`config.mk`:
```
export PLATFORM = sky130hd
export DESIGN_NAME = mdp_mont
export DESIGN_NICKNAME = d
export VERILOG_FILES = /design/src/sv/modular_division_prime_unit_assert.svh /design/src/sv/mdp_pkg.sv /design/src/sv/mdp_mont.sv
export SDC_FILE = /design/constraint.sdc
export NUM_CORES = 2
export LEC_CHECK = 0
export BUFFER_PORTS_ARGS = -buffer_cell sky130_fd_sc_hd__buf_2
export CORE_ASPECT_RATIO = 0.7
export CORE_UTILIZATION = 65
export CTS_CLUSTER_SIZE = 28
export DETAILED_ROUTE_END_ITERATION = 8
export PLACE_DENSITY = 0.9
export SYNTH_ARGS = -nofsm -noshare
export SYNTH_HDL_FRONTEND = slang
export SYNTH_SLANG_ARGS = --single-unit
```
`constraint.sdc`:
```
create_clock -name aclk -period 25.8 [get_ports aclk]
set_input_delay 2.58 -clock aclk [delete_from_list [all_inputs] [get_ports aclk]]
set_output_delay 2.58 -clock aclk [all_outputs]
set_load 0.01 [all_outputs]
```
`src/sv/modular_division_prime_unit_assert.svh`:
```
// Assertion macros for the modular division unit.
// Included by the top level; no other dependencies.
`ifndef MODULAR_DIVISION_PRIME_UNIT_ASSERT_SVH
`define MODULAR_DIVISION_PRIME_UNIT_ASSERT_SVH

// Checked every cycle outside reset.
`define MDP_CHECK(lbl, clk, rstn, prop, msg) \
    lbl: assert property (@(posedge clk) disable iff (!rstn) (prop)) else $error(msg);

// Checked every cycle, reset included.
`define MDP_NEXT(lbl, clk, pre, post, msg) \
    lbl: assert property (@(posedge clk) (pre) |=> (post)) else $error(msg);

`endif

```
`src/sv/mdp_pkg.sv`:
```
// Shared widths, types and constant helpers for the modular division unit.
// No dependencies.
`default_nettype none

package mdp_pkg;

    localparam int DIVIDEND_W = 63;
    localparam int DIVISOR_W  = 30;
    localparam int QUOTIENT_W = 30;
    localparam int RES_W      = 31;
    localparam int WORD_W     = 32;
    localparam int MONT_STAGES = 4;

    typedef logic [RES_W-1:0]  res_t;
    typedef logic [WORD_W-1:0] word_t;

    // Returns -m^-1 mod 2^32 for odd m, by Newton iteration.
    function automatic word_t neg_inv(input word_t m);
        word_t inv;
        inv = m;
        for (int i = 0; i < 5; i++) begin
            inv = inv * (word_t'(2) - m * inv);
        end
        return word_t'(0) - inv;
    endfunction

endpackage

`default_nettype wire

```
`src/sv/mdp_mont.sv`:
```
// Four-stage pipelined Montgomery multiplier with R = 2^32.
// Depends on mdp_pkg.
`default_nettype none

module mdp_mont #(
    parameter logic [31:0] MOD = 32'd998244353,
    parameter logic [31:0] MP  = 32'd998244351
) (
    input  wire logic          aclk,
    input  wire logic          en,
    input  wire mdp_pkg::res_t  a,
    input  wire mdp_pkg::word_t b,
    output mdp_pkg::res_t       r
);
    import mdp_pkg::*;

    logic [62:0] t1_reg, t1_next;
    logic [62:0] t2_reg;
    logic [62:0] t3_reg;
    word_t       m_reg, m_next;
    logic [63:0] p_reg, p_next;
    res_t        r_reg, r_next;
    logic [63:0] sum;
    word_t       u;

    always_comb begin
        t1_next = 63'(a) * 63'(b);
        m_next  = word_t'(t1_reg[31:0] * MP);
        p_next  = 64'(m_reg) * 64'(MOD);
        // The low half of the sum is zero by construction of m.
        sum     = 64'(t3_reg) + p_reg;
        u       = sum[63:32];
        r_next  = (u >= MOD) ? RES_W'(u - MOD) : u[RES_W-1:0];
    end

    always_ff @(posedge aclk) begin
        if (en) begin
            t1_reg <= t1_next;
            t2_reg <= t1_reg;
            m_reg  <= m_next;
            t3_reg <= t2_reg;
            p_reg  <= p_next;
            r_reg  <= r_next;
        end
    end

    assign r = r_reg;

endmodule

`default_nettype wire

```
==> metrics.txt <==
global-route wire length before repair 260.6 mm; Synth Register Bits 312; initial antenna violation count 4; setup TNS 0 ns; Worst Setup End Kind flip-flop; vias after detailed routing 43528; worst-skew pair later-pin latency 0.59 ns; core area 0.09397 mm^2; clk buf depth 3; nets 7970; Syn Nets 8037; Initial DRT Pass Iterations 9; Buf+Inv Stages, Crit Path 5; fin crit share 44.03%; Levels on crit path 26; DP Wirelength 132.5 mm; fmax 0.08804 GHz; Layout area overhead 3.897%; Fin. Hold Viols 0; Yosys warnings 0; crit-path most repeated cell fa_1; Synth Cell Area 0.06167 mm^2; critical path fanouts, max 31; outcome complete, but fails checks; post-route cell area 0.06407 mm^2; minimum clock period 11.36 ns; pin count of the biggest net entering global routing 96; R2R setup slack 17.40 ns; Congestion Overflow GR 0; routed len/inst 22.90 um; CTS H-Tree Depth 2; Arr. time, crit path 11.65 ns; reg2reg start m_reg[2]$_DFFE_PP_; Yosys top cell by area fa_1; syn_area_per_cell 10.21 um^2; failing checks DRC; CP delay by family, top adder cells; max_cap viols 0; Die Area 0.09613 mm^2; synth unique cells 90; routability cong. 1.020; Critical Path RT 26.10 ns; CTS resizes 0; root buffer cell clkbuf_16; Max-slew headroom 25.53%; count of pins over their slew limit 0; clock slew at reported path FFs 0.08 ns; Core Util, Final 68.18%; top_reg_cell synth edfxtp_1; CTS tree done; Reg2Reg Capture Point p_reg[61]$_DFFE_PP_; Worst Skew 0.04440 ns; most frequent cell after synthesis inv_1; post-route ant nets 0; Clock Sinks 312; io pins 96; fin worst setup slack 14.44 ns; commonest cells in the netlist inv_1, fa_1, ha_1; CP peak stage delay 0.74 ns; die width 370.2 um; starting density of the core 65.62%; pre-CTS WS 14.22 ns; initial drt markers 4596; Post-synth EDFFs 312; # DRC 2; unrepaired setup endpoints after global routing false; worst hold stages 0; Hold WC Path Type reg -> reg; CP Launch Type input port; Placed Area 0.06298 mm^2; drt total wl 166.0 mm; hold_sp t2_reg[11]$_DFFE_PP_; Least-Margin Pin Slew 1.117 ns; routed vias/inst 6.007; Hold Crit Endpoint t3_reg[11]$_DFFE_PP_; # setup viols final 0; row cnt 94; WS Path Type in -> reg; Synth top area share 40.48%; FFs w/ async S/R, synth 0%; I/O Buffers 95; r2r worst-path depth 23; vias in the first global route 46751; register area share after synthesis 15.19%; Post-CTS Hold Fix Bufs 0; Cells after Synth 6042; share of layout cells above drive strength 1 3.302%; Synth area leaders fa_1, edfxtp_1, ha_1; overall routing resource usage 35.64%; die height 259.7 um; CP max-delay cell o41ai_1; TritonCTS buffer count 35; setup bufs post-CTS 0
[cell usage in the layout (no fill, tap or decap), drive strengths merged, types with 9 or more instances in the layout]
cell    count
nand2b     25
and4       11
xor2       58
nor2b      17
o211ai     18
a211oi     18
buf       108
o31ai      11
a21o       71
nand4      29
o21a       23
and3       18
a21oi     154
nand3      50
o21bai     18
xnor2     153
fa       1247
clkinv     12
o21ai      97
nor3       29
nand2     598
or3         9
nor2      101
and2      532
nor4        9
edfxtp    312
or2        12
a31oi      16
ha        683
clkbuf     39
inv      1414
[worst max-delay path by stage]
stage,start,endpoint
CTS,b[12],t1_reg[61]$_DFFE_PP_
floorplan,b[21],t1_reg[62]$_DFFE_PP_
finish,b[12],t1_reg[61]$_DFFE_PP_
detailed placement,b[12],t1_reg[61]$_DFFE_PP_
global placement,b[12],t1_reg[61]$_DFFE_PP_
global route,b[12],t1_reg[61]$_DFFE_PP_
[through the flow]
stage	std cells	hold WS [ns]
3_3_place_gp	7186	0.4012
5_1_grt	7245	0.4178
6_report	7246	0.4015
2_1_floorplan	6042	0.4003
3_5_place_dp	7186	0.4045
4_1_cts	7245	0.4051
[cells by family (layout without fill, tap and decap cells)]
group,Yosys count,in the layout,share of synthesized area (%)
adders and majority gates,1931,1931,54.36
buffers and inverters,1621,1576,9.921
and+or+nand+nor,1456,1456,11.92
AOI/OAI and AO/OA,507,507,5.545
DFF,312,312,15.19
xor gates and xnor gates,211,211,2.997
muxes,4,4,0.06898
other,0,1,0
[area by class of cell]
type / count / area [um^2]
well taps: 1248 / 1562
repair buffers: 108 / 583.1
diodes: 1 / 2.502
clock buffers: 39 / 912.1
multi-input cells: 4109 / 46180
clock inverters: 20 / 173.9
fillers: 6737 / 29900
flip-flops and latches: 312 / 9369
inverters: 1409 / 5289
[layer usage]
| metal | track usage [%] | vias to the layer above | part of all wire [%] |
|---|---|---|---|
| met1 | 49.43 | 21799 | 39 |
| li1 | - | 18417 | - |
| met5 | 0 | - | 0.020 |
| met4 | 8.471 | 6 | 2.5 |
| met2 | 52.61 | 2947 | 43 |
| met3 | 14.30 | 359 | 16 |
Power is not shown: default switching activity piles up to over one toggle a cycle in this logic, so the estimate is an artifact.
